==> config.mk <==
export PLATFORM = sky130hd
export DESIGN_NAME = bde_outq
export DESIGN_NICKNAME = d
export VERILOG_FILES = /design/src/rtl/bde_pkg.sv /design/src/rtl/bde_outq.sv
export SDC_FILE = /design/constraint.sdc
export NUM_CORES = 1
export LEC_CHECK = 0
export ABC_AREA = 1
export BUFFER_PORTS_ARGS = -buffer_cell sky130_fd_sc_hd__buf_2
export CAP_MARGIN = 40
export CORE_AREA = 2 2 83 85
export CTS_CLUSTER_DIAMETER = 100
export DETAILED_ROUTE_END_ITERATION = 6
export DIE_AREA = 0 0 85 87
export PLACE_DENSITY = 0.62
export SYNTH_ARGS = -nofsm -noshare
export SYNTH_HDL_FRONTEND = slang
export SYNTH_SLANG_ARGS = --single-unit
==> constraint.sdc <==
create_clock -name clk -period 2.3 [get_ports clk]
set_input_delay 0.23 -clock clk [delete_from_list [all_inputs] [get_ports clk]]
set_output_delay 0.23 -clock clk [all_outputs]
set_load 0.02 [all_outputs]
==> src/rtl/bde_pkg.sv <==
package bde_pkg;

  localparam int DATA_W    = 32;
  localparam int CAP_W     = 11;
  localparam int DEPTH_DEF = 1024;
  localparam logic [CAP_W-1:0] CAP_RESET = 11'd1024;

  // register map: byte address 4*index
  localparam int CFG_ADDR_W = 3;
  localparam logic REG_CAPACITY = 1'b0;

  // action codes
  localparam logic [1:0] ACT_PUSH_LEFT  = 2'd0;
  localparam logic [1:0] ACT_PUSH_RIGHT = 2'd1;
  localparam logic [1:0] ACT_POP_LEFT   = 2'd2;
  localparam logic [1:0] ACT_POP_RIGHT  = 2'd3;

  // result status codes
  localparam logic [1:0] STS_PUSHED = 2'd0;
  localparam logic [1:0] STS_POPPED = 2'd1;
  localparam logic [1:0] STS_FULL   = 2'd2;
  localparam logic [1:0] STS_EMPTY  = 2'd3;

  typedef struct packed {
    logic [1:0]               action;
    logic signed [DATA_W-1:0] push_value;
  } in_item_t;

  typedef struct packed {
    logic [1:0]               status;
    logic signed [DATA_W-1:0] pop_data;
  } out_item_t;

  // decoded operation for the current action
  typedef struct packed {
    logic       wr;
    logic       rd;
    logic [1:0] status;
  } op_t;

endpackage

==> src/rtl/bde_outq.sv <==
module bde_outq (
  input  logic               clk,
  input  logic               rst_n,
  input  logic               res_valid,
  input  bde_pkg::out_item_t res_item,
  input  logic               out_stall,
  output logic               out_valid,
  output bde_pkg::out_item_t out_data,
  output logic               skid_full
);
  import bde_pkg::*;

  logic      out_valid_r, skid_valid_r;
  out_item_t out_data_r, skid_data_r;
  logic      out_free;

  assign out_free  = !out_valid_r || !out_stall;
  assign out_valid = out_valid_r;
  assign out_data  = out_data_r;
  assign skid_full = skid_valid_r;

  always_ff @(posedge clk) begin
    if (!rst_n) begin
      out_valid_r  <= 1'b0;
      skid_valid_r <= 1'b0;
    end else if (out_free) begin
      if (skid_valid_r) begin
        out_valid_r  <= 1'b1;
        skid_valid_r <= res_valid;
      end else begin
        out_valid_r  <= res_valid;
      end
    end else if (res_valid) begin
      skid_valid_r <= 1'b1;
    end
  end

  always_ff @(posedge clk) begin
    if (out_free) begin
      if (skid_valid_r) begin
        out_data_r  <= skid_data_r;
        skid_data_r <= res_item;
      end else begin
        out_data_r  <= res_item;
      end
    end else if (res_valid) begin
      skid_data_r <= res_item;
    end
  end

endmodule

; Word-level counts from Yosys, hierarchy flattened
; Cells that the tools add are included.
[word_totals]
reg_bits = 70
inputBits = 38
[op_classes]
n_mux = 8
reduce_logical = 5
eq_ne = 1
[op_table]
columns = cell, n
row1 = 2-to-1 mux 34 bit, 4
row2 = 2-to-1 mux 1 bit, 4
row3 = zero test 1 bit, 2
row4 = != test 2 bit (second input constant), 1
row5 = AND reduction 2 bit, 1
row6 = nonzero test 2 bit, 1
row7 = logical OR 1 bit, 1

; Logic depth before layout (Yosys ltp)
; Gate-level depths: netlist of run 1.
[depth]
word_depth = 4
ltp_mapped = 5
ltp_nobuf = 4

; Worst setup path before layout of run 1
; No wires, ideal clock.
[synth_timing]
path_type = flip-flop to flip-flop
from = register out_valid_r (netlist: out_valid)
to = register skid_data_r[0] in the netlist's numbering, enable pin
stages_incl_launch_ff = 4
synth_period_minus_slack_ns = 2.597
path_buffers = 0
required_time_ns = 1.907
path_slack_ns = -0.297
arrival_time_ns = 2.204
path_cell_list = dfxtp_1 nand2_1 nand2_2 o21a_1
[synth_between]
elab_chain_cells = 4
[synth_rtl]
columns = element, line_no
row1 = "start, declared", bde_outq.sv:13  ; logic out_valid_r, skid_valid_r;
row2 = "start signal, assigned", bde_outq.sv:31  ; out_valid_r <= res_valid;
row3 = zero test 1 bit *, bde_outq.sv:17  ; assign out_free = !out_valid_r || !out_stall;
row4 = logical OR 1 bit *, bde_outq.sv:17
row5 = via out_free, bde_outq.sv:15  ; logic out_free;
row6 = != test 2 bit (no line) or nonzero test 2 bit (tied branches), -
row7 = AND reduction 2 bit (no line) *, -
row8 = "end signal, assigned", bde_outq.sv:42  ; skid_data_r <= res_item;
row9 = "end signal, assigned", bde_outq.sv:47  ; skid_data_r <= res_item;
row10 = "end, declared", bde_outq.sv:14  ; out_item_t out_data_r, skid_data_r;
; The timed path passes the listed nets; every way through them passes the cells marked *.
; A chain may end at the register's enable or synchronous reset.

; Worst setup path after layout of run 1
[layout_timing]
from = register out_valid_r (netlist: out_valid)
to = register skid_data_r[19] in the netlist's numbering, enable pin
; Same word-level chain as after synthesis.

==> impl_metrics.csv, run 1 <==
group,metric,value,unit
logic_synthesis,synth_mux_area_frac,0,
clocking,cts_resized,0,
floorplanning,die-area,0.007395,mm^2
drt,route.detailed.drc,0,
critical_path,startpoint_type,"flip-flop",
logic_synthesis,synth_xor_area_frac,0,
timing,post-route-min-period,1696,ps
critical_path,cp_num_buf_inv,1,
floorplanning,initial_utilization,0.3943,
global_route,use_met1,0.1741,
floorplanning,num_rows,30,
timing,clock_skew,4.868,ps
flow_run,maxCapViolations,0,
floorplanning,io_pins,74,
power_and_ir_drop,leakagePower,1.412,nW
drt,drt_iter0_markers,92,
critical_path,cp_slowest_stage_delay,430,ps
global_route,grt_pass1_wl,7.424,mm
critical_path,cp_slowest_cell,"o21a_2",
timing,finalHoldViolCount,0,
global_route,gr-usage-met3,0.03033,
logic_synthesis,syn_area_per_cell,13.56,um^2
logic_synthesis,synth-seq-cells,70,
logic_synthesis,synth_top_family_by_area,"simple AND/OR/NAND/NOR gates",
power_and_ir_drop,power.density,854.9,mW/mm^2
logic_synthesis,seq_area_frac_synth,0.8039,
drt,wirelength,4.659,mm
clocking,clock_path_buffers,2,
timing,clock.fmax,0.5896,GHz
global_route,grt_pass1_vias,1511,
critical_path,end_kind,"flip-flop",
logic_synthesis,ys_warn_count,0,
clocking,cts_tree,"built",
critical_path,critPathRequiredTime,2350,ps
drt,via_per_inst,4.393,
critical_path,cp_cell_sequence,"nand2_2 > nand2_2 > o21a_2 > buf_12",
clocking,cts_root_buf,"clkbuf_8",
logic_synthesis,synth_fa_ha_area_frac,0,
timing,setup_tns,0,ps
logic_synthesis,synthTopCellsByArea,"edfxtp_1 (79%), nand2_1 (16%), buf_6 (1.7%), dfxtp_1 (1.5%), buf_4 (0.87%)",
placed_design,port_buffers,73,
global_route,antenna_found_initial,0,
power_and_ir_drop,ir_worst_vdd,0.0003944,V
logic_synthesis,ys_types,11,
cells_and_area,fin_nets,309,
critical_path,critPathTopFamily,"compound AO/OA/AOI/OAI gates",
global_route,grt.overflow.total,0,
clocking,clk_pin_slew,70,ps
timing,slew_viol_final,0,
clocking,worstSkewPairLatency,330,ps
global_route,globalRouteMet2Util,0.2124,
timing,rsz0062_at_grt,"false",
logic_synthesis,synth_nets,229,
placed_design,hpwl,3.157,mm
logic_synthesis,synthCells,191,
cells_and_area,syn_to_final_growth,23.91,%
outcome,status,"completed",
logic_synthesis,synthSimpleGateAreaFrac,0.1609,
logic_synthesis,synth.cell_area,0.002590,mm^2
drt,avgRoutedWirePerCell,13.09,um
cells_and_area,drive_gt1_frac,0.3333,
critical_path,path_common_cell,"nand2_2",
logic_synthesis,yosys.area.top_type_share,0.7884,
global_route,top_usage_layer,"met2",
placed_design,place_congestion,0.6382,
clocking,htree_num_levels,3,
clocking,cts_sinks,70,
clocking,ctsHoldBuffers,0,
cells_and_area,antennaDiodeCount,0,
global_route,grt_max_degree,37,
logic_synthesis,yosysTopAreaCell,"edfxtp_1",
worst_hold_path,hp-class,"in -> reg",
drt,ant_nets,0,
clocking,cts_inserted_buffers,9,
power_and_ir_drop,total_power,2.744,mW
timing,worst_pin_slew,457.9,ps
floorplanning,die_w,85,um
drt,drt_first_pass_iters,4,
critical_path,critical_path_class,"reg -> reg",
drt,via_count,1564,
timing,post-route-period-util,0.7374,
floorplanning,core-area,0.006569,mm^2
logic_synthesis,synth_compound_area_frac,0.002899,
floorplanning,die_h,87,um
global_route,grt_usage,0.1372,
critical_path,cp.arrival,1740,ps
critical_path,crit_fanout,18,
timing,setup_violations,0,
clocking,postCtsSetupRepairBufs,0,
timing,relSlewSlack,0.6947,
[layout by cell type (no fill, tap or decap), drive strengths merged]
cell    netlist  final
nand2       108    108
inv           3      3
buf           7     76
nor2          1      1
clkbuf        0     12
edfxtp       68     68
clkinv        0      3
nand3         1      1
dfxtp         2      2
o21a          1      1
bufinv        0      1
[layout make-up]
type                       instances  area, um^2
multi-input combinational        111       427.9
tap                               80       100.1
clock inverter                     4       47.55
clock buffer                      12       135.1
sequential                        70        2082
fill                             599        3359
timing repair buffer              76       400.4
inverter                           3       16.27
[Yosys cell counts]
cell,number
inv_6,1
nand2_1,107
buf_4,3
nand2_2,1
nand3_1,1
edfxtp_1,68
buf_6,4
o21a_1,1
dfxtp_1,2
nor2_1,1
inv_1,2
[flip-flops by register name, indices dropped and copies added, names as in the netlist]
register     cells
out_valid        1
skid_full        1
out_data        34
skid_data_r     34
[cells by family after synthesis]
kind of cell	after synthesis
flip-flops	70
AO/OA/AOI/OAI	1
buffers and inverters	10
AND/OR/NAND/NOR	110
[metrics by stage]
step	util	instances	hold slack, ps	area [um^2]	setup WS [ps]
after floorplan	-	191	328.9	2591	34.35
after global placement	0.4608	340	424.9	3027	632.1
after detailed placement	0.4608	340	426.9	3027	585.6
after CTS	0.4886	356	72.61	3209	565.2
after global routing	0.4886	356	72.39	3209	458.2
final	0.4886	356	85.58	3209	603.9
[path summary, 6_finish.rpt]
path,cells after the start,start,slack [ps],endpoint
max,4,out_valid,600,skid_data_r[19]
min,1,res_item[23],90,skid_data_r[23]
max reg2reg,4,out_valid,600,skid_data_r[19]
min reg2reg,2,skid_data_r[24],520,out_data[24]
[report_power, final]
group          total (mW)  internal, mW  switching [mW]
Sequential           1.54          1.52          0.0227
Combinational       0.279        0.0900           0.189
Clock               0.927         0.499           0.428
Total                2.74          2.10           0.640
[routing by layer]
layer,up-vias,part of all wire
li1,797,-
met1,703,0.45
met2,53,0.47
met3,11,0.056
met4,0,0.023
met5,-,0
(Power assumes the default switching activity.)
==> run 2: changes to the inputs <==
==> constraint.sdc (replaced) <==
create_clock -name clk -period 1.51 [get_ports clk]
set_input_delay 0.151 -clock clk [delete_from_list [all_inputs] [get_ports clk]]
set_output_delay 0.151 -clock clk [all_outputs]
set_load 0.02 [all_outputs]
==> run 2 against run 1 <==
Against the previous run:
- sequential power grew 53%
- power is 62% higher
- largest cell class unchanged
- via count increased by 10%
==> impl_metrics.csv, run 2 (synthesized netlist as in run 1, its figures left out) <==
group,metric,value,unit
critical_path,crit_fanout,36,
drt,ant_nets,0,
drt,via_per_inst,4.444,
timing,holdWs,16.94,ps
clocking,cts_sinks,70,
global_route,grt_pass1_vias,1592,
cells_and_area,fillCellCount,543,
timing,post-route-period-util,0.9029,
power_and_ir_drop,clockPowerShare,0.364,
power_and_ir_drop,ir_worst_vdd,0.0006873,V
critical_path,critPathRequiredTime,1360,ps
cells_and_area,multi_input_area,447.9,um^2
critical_path,startpoint_type,"flip-flop",
drt,avgRoutedWirePerCell,13.17,um
cells_and_area,final_common_cell,"nand2_1",
placed_design,hpwl,3.036,mm
global_route,grt_pass1_wl,7.728,mm
cells_and_area,fin_nets,340,
power_and_ir_drop,combPwrFrac,0.109,
power_and_ir_drop,power.density,1250,mW/mm^2
critical_path,critPathLaunch,"skid_full",
floorplanning,die_h,87,um
worst_hold_path,hp-class,"in -> reg",
drt,drt_first_pass_iters,4,
timing,clock.fmax,0.7335,GHz
timing,slew_viol_final,0,
cells_and_area,final-seq-area,0.002085,mm^2
cells_and_area,final_cells,387,
drt,via_count,1720,
cells_and_area,post-route-util,0.5421,
timing,relSlewSlack,0.6902,
power_and_ir_drop,power_switching,1.040,mW
placed_design,place_congestion,0.6899,
worst_hold_path,min_from,"res_item[6]",
power_and_ir_drop,p_sw_frac,0.2336,
placed_design,port_buffers,73,
critical_path,cp_cell_sequence,"buf_6 > buf_2",
global_route,antenna_found_initial,0,
clocking,cts_inserted_buffers,9,
timing,worst_pin_slew,464.7,ps
cells_and_area,drive_gt1_frac,0.3160,
timing,setup_tns,0,ps
clocking,htree_num_levels,3,
critical_path,cp.arrival,1210,ps
timing,setup_violations,0,
floorplanning,io_pins,74,
clocking,worstSkewPairLatency,340,ps
floorplanning,core-area,0.006569,mm^2
critical_path,r2r-start,"out_valid",
critical_path,cp_slowest_stage_delay,380,ps
placed_design,placed_cells,341,
power_and_ir_drop,seq_power_share,0.527,
floorplanning,die_w,85,um
floorplanning,initial_utilization,0.3943,
power_and_ir_drop,leakagePower,1.555,nW
global_route,grt_usage,0.1427,
drt,route.detailed.drc,0,
clocking,cts_root_buf,"clkbuf_8",
flow_run,maxCapViolations,0,
floorplanning,die-area,0.007395,mm^2
power_and_ir_drop,intPower,3.413,mW
critical_path,critical_path_class,"reg -> out",
drt,drt_iter0_markers,157,
cells_and_area,syn_to_final_growth,37.49,%
cells_and_area,mostFrequentLayoutCells,"nand2_1 (106), buf_2 (73), edfxtp_1 (68)",
critical_path,cp_slowest_cell,"dfxtp_2",
clocking,cts_tree,"built",
clocking,clock_path_buffers,2,
outcome,status,"completed",
clocking,clk_pin_slew,70,ps
floorplanning,num_rows,30,
critical_path,end_kind,"output pin",
cells_and_area,antennaDiodeCount,0,
drt,wirelength,5.098,mm
critical_path,critPathTopFamily,"buffers and inverters",
global_route,grt_max_degree,37,
timing,post-route-min-period,1363,ps
timing,clock_skew,10.91,ps
timing,finalHoldViolCount,0,
critical_path,cp_num_buf_inv,2,
timing,rsz0062_at_grt,"false",
global_route,grt.overflow.total,0,
run 2: power groups by stage:
stage / combinational, mW / sequential [mW] / clock, mW
final: 0.484 / 2.35 / 1.62
after global routing: 0.526 / 2.36 / 1.74
after CTS: 0.484 / 2.35 / 1.65
after detailed placement: 0.429 / 2.39 / 0
after global placement: 0.424 / 2.39 / 0
after floorplan: 0.125 / 2.51 / 0
run 2: repair_timing:
item / CTS / global route
resized for setup: 0 / 1
buffers inserted: 0 / 0
hold buffers: 28 / 2
setup endpoints to repair: 0 / 1
endpoints found under the hold margin: 28 / 2
run 2: worst paths after layout:
path,to,slack [ps],cells after the start
setup / recovery,skid_full,150,2
hold / removal,skid_data_r[6],20,1
setup reg to reg,skid_data_r[14],210,3
hold reg to reg,out_data[29],520,2
run 2: area by class of cell:
type,instances,share of cell area
Clock buffer,9,0.03479
Clock inverter,7,0.02495
Inverter,3,0.004568
Multi-Input combinational cell,111,0.1258
Sequential cell,70,0.5854
Tap cell,80,0.02811
Timing Repair Buffer,107,0.1964
run 2: through the flow:
stage          total power [mW]  instance area (um^2)  setup slack [ps]
6_report                  4.453                  3561             146.6
5_1_grt                   4.625                  3561             71.32
4_1_cts                   4.486                  3537             17.25
3_5_place_dp              2.821                  3044             183.7
3_3_place_gp              2.815                  3044             210.2
2_1_floorplan             2.637                  2615             92.10
run 2: per-layer routing:
metal  part of all wire  wire, um  GRT usage  vias to the layer above
met5                  0         0          0                        -
met4              0.021       108    0.09524                        0
met3              0.054       277    0.03791                        7
met2               0.47      2416     0.2223                       60
met1               0.45      2296     0.1751                      786
li1                   -         -          -                      867
