File: src/rtl/bde_pkg.sv
package bde_pkg;

  localparam int DATA_W    = 32;
  localparam int CAP_W     = 11;
  localparam int DEPTH_DEF = 1024;
  localparam logic [CAP_W-1:0] CAP_RESET = 11'd1024;

  // register map: byte address 4*index
  localparam int CFG_ADDR_W = 3;
  localparam logic REG_CAPACITY = 1'b0;

  // action codes
  localparam logic [1:0] ACT_PUSH_LEFT  = 2'd0;
  localparam logic [1:0] ACT_PUSH_RIGHT = 2'd1;
  localparam logic [1:0] ACT_POP_LEFT   = 2'd2;
  localparam logic [1:0] ACT_POP_RIGHT  = 2'd3;

  // result status codes
  localparam logic [1:0] STS_PUSHED = 2'd0;
  localparam logic [1:0] STS_POPPED = 2'd1;
  localparam logic [1:0] STS_FULL   = 2'd2;
  localparam logic [1:0] STS_EMPTY  = 2'd3;

  typedef struct packed {
    logic [1:0]               action;
    logic signed [DATA_W-1:0] push_value;
  } in_item_t;

  typedef struct packed {
    logic [1:0]               status;
    logic signed [DATA_W-1:0] pop_data;
  } out_item_t;

  // decoded operation for the current action
  typedef struct packed {
    logic       wr;
    logic       rd;
    logic [1:0] status;
  } op_t;

endpackage

File: src/rtl/bde_ptr.sv
module bde_ptr #(
  parameter int DEPTH = bde_pkg::DEPTH_DEF
) (
  input  logic                      clk,
  input  logic                      rst_n,
  input  logic                      accept,
  input  logic [1:0]                action,
  input  logic [bde_pkg::CAP_W-1:0] capacity,
  output bde_pkg::op_t              op,
  output logic [$clog2(DEPTH)-1:0]  addr
);
  import bde_pkg::*;

  localparam int AW = $clog2(DEPTH);
  localparam int CW = $clog2(DEPTH + 1);
  localparam int SW = CW + 1;
  localparam int KW = (CW > CAP_W) ? CW : CAP_W;

  logic [AW-1:0] head_r, head_nxt;
  logic [CW-1:0] count_r, count_nxt;
  logic [AW-1:0] head_inc, head_dec, pos_right, pos_last;
  logic [SW-1:0] sum_right, sum_last;
  logic [KW-1:0] lim;
  logic          full, empty;

  always_comb begin
    // effective capacity is clamped to the physical depth
    lim   = (KW'(capacity) < KW'(DEPTH)) ? KW'(capacity) : KW'(DEPTH);
    full  = KW'(count_r) >= lim;
    empty = (count_r == '0);

    head_inc = (head_r == AW'(DEPTH - 1)) ? '0 : head_r + 1'b1;
    head_dec = (head_r == '0) ? AW'(DEPTH - 1) : head_r - 1'b1;

    // both sums stay below 2*DEPTH when used (sum_last only when not empty), one conditional subtract wraps them
    sum_right = SW'(head_r) + SW'(count_r);
    sum_last  = sum_right - 1'b1;
    pos_right = (sum_right >= SW'(DEPTH)) ? AW'(sum_right - SW'(DEPTH)) : AW'(sum_right);
    pos_last  = (sum_last >= SW'(DEPTH)) ? AW'(sum_last - SW'(DEPTH)) : AW'(sum_last);

    op        = '0;
    addr      = head_r;
    head_nxt  = head_r;
    count_nxt = count_r;

    case (action)
      ACT_PUSH_LEFT: begin
        if (full) begin
          op.status = STS_FULL;
        end else begin
          op.wr     = 1'b1;
          op.status = STS_PUSHED;
          addr      = head_dec;
          head_nxt  = head_dec;
          count_nxt = count_r + 1'b1;
        end
      end
      ACT_PUSH_RIGHT: begin
        if (full) begin
          op.status = STS_FULL;
        end else begin
          op.wr     = 1'b1;
          op.status = STS_PUSHED;
          addr      = pos_right;
          count_nxt = count_r + 1'b1;
        end
      end
      ACT_POP_LEFT: begin
        if (empty) begin
          op.status = STS_EMPTY;
        end else begin
          op.rd     = 1'b1;
          op.status = STS_POPPED;
          addr      = head_r;
          head_nxt  = head_inc;
          count_nxt = count_r - 1'b1;
        end
      end
      ACT_POP_RIGHT: begin
        if (empty) begin
          op.status = STS_EMPTY;
        end else begin
          op.rd     = 1'b1;
          op.status = STS_POPPED;
          addr      = pos_last;
          count_nxt = count_r - 1'b1;
        end
      end
      default: begin
        op.status = STS_EMPTY;
      end
    endcase
  end

  always_ff @(posedge clk) begin
    if (!rst_n) begin
      head_r  <= '0;
      count_r <= '0;
    end else if (accept) begin
      head_r  <= head_nxt;
      count_r <= count_nxt;
    end
  end

endmodule

File: config.mk
export PLATFORM = sky130hd
export DESIGN_NAME = bde_ptr
export DESIGN_NICKNAME = d
export VERILOG_FILES = /design/src/rtl/bde_pkg.sv /design/src/rtl/bde_ptr.sv
export SDC_FILE = /design/constraint.sdc
export NUM_CORES = 1
export LEC_CHECK = 0
export BUFFER_PORTS_ARGS = -buffer_cell sky130_fd_sc_hd__clkbuf_2
export CELL_PAD_IN_SITES_DETAIL_PLACEMENT = 1
export CELL_PAD_IN_SITES_GLOBAL_PLACEMENT = 2
export CORE_AREA = 4 4 101 94
export CTS_CLUSTER_DIAMETER = 120
export DETAILED_ROUTE_END_ITERATION = 6
export DIE_AREA = 0 0 105 98
export HOLD_SLACK_MARGIN = 0.15
export PLACE_DENSITY = 0.87
export RECOVER_POWER = 50
export SYNTH_ARGS = -nofsm -noshare
export SYNTH_HDL_FRONTEND = slang
export SYNTH_SLANG_ARGS = --single-unit
File: constraint.sdc
create_clock -name clk -period 6.9 [get_ports clk]
set_input_delay 0.69 -clock clk [delete_from_list [all_inputs] [get_ports clk]]
set_output_delay 0.69 -clock clk [all_outputs]
set_load 0.02 [all_outputs]
After elaboration in Yosys (flattened, before gate mapping)
Index checks and enable logic that the tools add are counted.
Storage, ports and cells
  bits in registers: 21
  input port bits: 16
Cells by class
  add/subtract/negate cells: 8
  equal/unequal tests: 7
  reductions and logical operators: 8
  muxes and demuxes: 21
  order comparisons: 4
Operators by type and width (count)
  $mux 10: 8
  $pmux 10 s4: 1
  $mux 11: 3
  $sub 10x1->10 const B: 3
  $ge 12x11->1 const B: 2
  $pmux 11 s2: 1
  $pmux 10 s2: 1
  $add 10x11->12: 1
  $sub 12x1->12 const B: 1
  $add 11x1->11 const B: 1
  $ge 11x11->1: 1
  $logic_not 11->1: 1
  $lt 11x11->1 const B: 1
  $sub 11x1->11 const B: 1
  $add 10x1->10 const B: 1
  $eq 10x10->1 const B: 1
  $logic_not 10->1: 1
  $ne 2x2->1 const B: 3
  $reduce_and 3->1: 2
  $eq 2x2->1 const B: 2
  $mux 1: 4
  $mux 2: 2
  $pmux 2 s2: 1
  $reduce_or 2->1: 2
  other kinds (3): 3

Longest topological paths before layout
  depth after elaboration: 6
  depth in mapped cells: 12
  depth with buffers taken out: 10

Worst setup path after synthesis
Ideal clock, no wire load.
  kind: input port to output port
  from: in capacity[10] (netlist bit)
  to: out addr[7]
  arrival: 2919 ps
  setup slack: 3291 ps
  path buffers: 1
  stages: 10
  required time: 6210 ps
  cells stage by stage: clkinv_1 > nand2_1 > ha_1 > a2111oi_1 > o21a_2 > o21ai_2 > buf_2 > a21oi_1 > o32ai_1 > a311oi_1
Between the ends
  word-level cells in the longest chain between the ends: 5
  elaborated cells between the ends (all ways): 6
  classes of those cells: 2 x order compare; 4 x mux
RTL lines
  from (decl): line bde_ptr.sv:8  | input logic [bde_pkg::CAP_W-1:0] capacity,
  $lt 11x11->1: line bde_ptr.sv:28  | lim = (KW'(capacity) < KW'(DEPTH)) ? KW'(capacity) : KW'(DEPTH);
  $mux 11 (*): line bde_ptr.sv:28
  $ge 11x11->1 (*): line bde_ptr.sv:29  | full = KW'(count_r) >= lim;
  $mux 10, on equally long branches
  $pmux 10 s4 (*): line bde_ptr.sv:46  | case (action)
  to (decl): line bde_ptr.sv:10  | output logic [$clog2(DEPTH)-1:0] addr
Every way passes the cells marked *; elsewhere a longest branch is shown, timed or not.

Final worst setup path
  from: in action[1]
  to: out addr[7]
Between the ends
  word-level cells in the longest chain between the ends: 2
  elaborated cells between the ends (all ways): 5
  classes of those cells: 3 x eq/ne; 1 x mux; 1 x reduce/logical
RTL lines
  from (decl): line bde_ptr.sv:7  | input logic [1:0] action,
  $eq 2x2->1, or another cell as far along: line bde_ptr.sv:46
  $pmux 10 s4 (*): line bde_ptr.sv:46
Marks and branches as above.

==> metrics.md <==
| Metric | Value |
|---|---|
| Reg-to-Reg End | count_r[10] |
| Quantity of hold-fixing buffers added after cts | 0 |
| Commonest non-fill, non-tap cell in the layout | sky130_fd_sc_hd__nor2_1 |
| Run status | finished, violations left |
| Pin count of the biggest net entering global routing | 38 |
| Family with the most delay on the worst path | buffers and inverters |
| Cells on worst reg2reg path | 9 |
| Average cell area after synthesis | around 7.3 sq um |
| Portion of total power attributed to sequential cells | 0.182 |
| Number of global-route vias before repair | between 3000 and 4000 |
| Final count of hold timing violations | 0 |
| Top FF cell, synth | sky130_fd_sc_hd__dfxtp_1 |
| Switching power total | around 610 uW |
| Number of detailed-routing iterations run before antenna repair | 5 |
| Rows | 32 |
| Placeable core region | 8410 sq um |
| Syn Nets | ~480 |
| Final non-filler cell area | ~3300 sq um |
| R2r setup slk | 2.65 ns |
| Final worst path period share | 0.674 |
| # fillers | 1062 |
| Gpl congestion | 0.855 |
| Layout cells sized above 1 | 0.109 |
| Number of nets in the finished design | 490 |
| Top Ports | 30 |
| Post-CTS setup repair buffer count | 0 |
| Number of warnings printed during yosys synthesis | 0 |
| Half-perimeter wire length after placement | between 7000 and 8000 microns |
| Setup repair after global routing missed its margin | no |
| Sw Ratio | 0.539 |
| CP Max Fanout | 37 |
| Overall via count from detail_route | 3288 |
| Stage delay of the slowest cell on the critical path | 1.25 ns |
| Post-detailed-route count of antenna-violating nets | 0 |
| Starting Density | 0.372 |
| Number of flops mapped to enable cells by yosys | 0 |
| Comb pwr share | 0.739 |
| First-pass GRT wire length | 16500 microns |
| First-iteration detailed-routing DRC count | 132 |
| CP Depth | 8 |
| Clk network pwr share | 0.079 |
| Largest area contributor in the netlist | sky130_fd_sc_hd__dfxtp_1 |
| Sequential cell area | 420 sq um |
| Post-synthesis instance area | 3130 sq um |
| Highest-count cells in the layout ignoring fill and taps | sky130_fd_sc_hd__nor2_1 (49), sky130_fd_sc_hd__nand2_1 (39), sky130_fd_sc_hd__ha_1 (32) |
| Aggregate routed wire length | 9990 microns |
| Antenna Cells | 0 |
| Vertical die dimension | 98 microns |
| Crit path top cell by count | sky130_fd_sc_hd__clkbuf_2 |
| Post-route setup slack | 2.25 ns |
| Worst-case setup slack after placement | 2.74 ns |
| Startpoint Class | input pin |
| LEAKAGE | 1.46 nW |
| Crit path from | action[1] |
| Port Buffers | 29 |
| Proportion of netlist area held by the largest area contributor | 0.134 |
| Worst clock skew | 0.0122 ns |
| Clk Latency, worst-skew pair | 0.28 ns |
| Clock edge transition at the registers on the reported setup and hold paths | 0.09 ns |
| Setup violations, final | 0 |
| Crit path to | addr[7] |
| Nature of the critical path endpoint | output port |
| Synthesis-to-finish area growth | 6.32% |
| Final TNS setup | 0 ns |
| Share of flip-flops with an asynchronous set or reset | 0 |
| Post-Place Cell Area | 3300 sq um |
| Resized Gates After CTS | 0 |
| Cell count after synthesis | about 430 |
| DR vias/cell | roughly 6.1 |
| Critical path data arrival time | approximately 4.0 ns |
| Max IR drop VDD | 0.000103 V |
| Total area of multi-input combinational cells | 2500 sq um |
| Rel. slew slack | -0.351 |
| Leading post-synthesis cells by cell area | sky130_fd_sc_hd__dfxtp_1 (13%), sky130_fd_sc_hd__ha_1 (13%), sky130_fd_sc_hd__nor2_1 (5.9%) |
| X dimension of the die | 105 microns |
| Tightest Pin Transition | 2.01 ns |
| Required time of the worst setup path | 6.21 ns |
| Bufs on Longest Clock Path | 2 |
| Overall overflow remaining after global route | 0 |
| DR DRC count | 0 |
| H-tree depth reported by CTS | 1 |
| Number of synthesized register bits | 21 |
| # clock sinks | 21 |
| Internal power contribution | approximately 520 uW |
| Number of distinct library cells after synthesis | 71 |
| Number of antenna violations at the first check in global routing | 0 |
| TritonCTS clock tree | yes |
| Cell Chain, Critical Path | clkbuf_2 -> clkbuf_1 -> inv_1 -> nor2_1 -> a21oi_1 -> o32ai_1 -> a311oi_1 -> clkbuf_2 |
| Failing checks | max-capacitance violations, max-slew violations |
| Final-report max-slew violation count | 51 |
| Maximum capacitance violations | 2 |
| Startpoint of the most critical register-to-register path | count_r[0] |
| Critical-path cell with the highest stage delay | sky130_fd_sc_hd__clkbuf_1 |
| Worst path bufs/invs | 4 |
| Die area | 10300 sq um |
| GRT Resource Usage Total | 0.192 |
| Number of clock buffers inserted by TritonCTS | 3 |
| Sequential area share after synthesis | 0.134 |
| Library cell used as clock root buffer | sky130_fd_sc_hd__clkbuf_8 |
| Max Fclk | 0.215 GHz |
| Classification of the worst-slack hold path | register to register |
| Average wire per cell in the routed design | 18.5 microns |
| Pwr/cell area | approximately 340 nW/um^2 |
| Time the worst path needs with I/O delays and setup | 4.65 ns |
| Type of the worst setup path | input pin to output port |
[cell usage after synthesis (8+ instances only)]
| cell | count |
|---|---|
| sky130_fd_sc_hd__inv_1 | 19 |
| sky130_fd_sc_hd__o21ai_0 | 22 |
| sky130_fd_sc_hd__clkbuf_1 | 16 |
| sky130_fd_sc_hd__mux2i_1 | 13 |
| sky130_fd_sc_hd__nand2_1 | 39 |
| sky130_fd_sc_hd__nor3_1 | 21 |
| sky130_fd_sc_hd__a21oi_1 | 24 |
| sky130_fd_sc_hd__ha_1 | 32 |
| sky130_fd_sc_hd__and3_1 | 8 |
| sky130_fd_sc_hd__xor2_1 | 12 |
| sky130_fd_sc_hd__a211oi_1 | 10 |
| sky130_fd_sc_hd__dfxtp_1 | 21 |
| sky130_fd_sc_hd__nor2_1 | 49 |
| sky130_fd_sc_hd__nand3_1 | 11 |
| sky130_fd_sc_hd__xnor2_1 | 10 |
[registers in the layout, summed over array words and instances, names as in the netlist]
name / cells
count_r: 11
head_r: 10
[final cells by class]
| class | count | share of cell area |
|---|---|---|
| Clock buffer | 3 | 0.0124 |
| Clock inverter | 1 | 0.00226 |
| Inverter | 20 | 0.0226 |
| Multi-Input combinational cell | 363 | 0.751 |
| Sequential cell | 21 | 0.126 |
| Tap cell | 102 | 0.0384 |
| Timing Repair Buffer | 31 | 0.0467 |
[per-layer routing]
layer  share of wire  wire length (microns)  global-route usage  up-vias
met4           0.012                    119              0.0373        0
met3           0.038                    384              0.0251       13
met1            0.51                   5050               0.274     1575
li1                -                      -                   -     1639
met2            0.44                   4430               0.311       61
met5               0                      0                   0        -
[worst reg2reg max path, stage by stage (launching register included)]
cell	delay, ns
sky130_fd_sc_hd__dfxtp_1	0.48
sky130_fd_sc_hd__inv_1	0.11
sky130_fd_sc_hd__ha_1	0.31
sky130_fd_sc_hd__nand2b_4	0.15
sky130_fd_sc_hd__a2111oi_4	0.37
sky130_fd_sc_hd__o21ai_1	0.22
sky130_fd_sc_hd__a211oi_1	0.88
sky130_fd_sc_hd__o21ai_0	0.98
sky130_fd_sc_hd__a31oi_1	0.48
sky130_fd_sc_hd__mux2i_1	0.22
[kinds of logic after synthesis]
family                   after synthesis  synth area share
AND/OR/NAND/NOR                      155             0.233
AO/OA/AOI/OAI                        139             0.327
buffers and inverters                 44            0.0616
adder cells (fa/ha/maj)               34             0.141
XOR/XNOR                              22            0.0616
flip-flops                            21             0.134
multiplexers                          13            0.0416
[power groups by stage]
stage | clock network [mW] | registers (mW) | logic [mW]
after floorplan | 0 | 0.172 | 0.682
after global placement | 0 | 0.208 | 0.831
after detailed placement | 0 | 0.211 | 0.840
after CTS | 0.0928 | 0.208 | 0.848
after global routing | 0.0973 | 0.213 | 0.937
final | 0.0903 | 0.207 | 0.841
[metrics by stage]
stage | util | total power, mW | instances | hold WS (ns)
after global placement | 0.392 | 1.04 | 537 | 0.512
final | 0.395 | 1.14 | 541 | 0.542
after global routing | 0.395 | 1.25 | 541 | 0.590
after floorplan | - | 0.854 | 428 | 0.460
after detailed placement | 0.392 | 1.05 | 537 | 0.530
after CTS | 0.398 | 1.15 | 541 | 0.548
[worst min-delay path by stage]
stage / start / to / depth (start not counted) / slack, ns
floorplan: count_r[10] / count_r[10] / 2 / 0.46
global placement: count_r[10] / count_r[10] / 2 / 0.51
detailed placement: count_r[10] / count_r[10] / 2 / 0.53
CTS: count_r[10] / count_r[10] / 2 / 0.55
global route: count_r[10] / count_r[10] / 2 / 0.59
finish: count_r[10] / count_r[10] / 2 / 0.54
No activity file was read; power rests on OpenSTA's default activity.
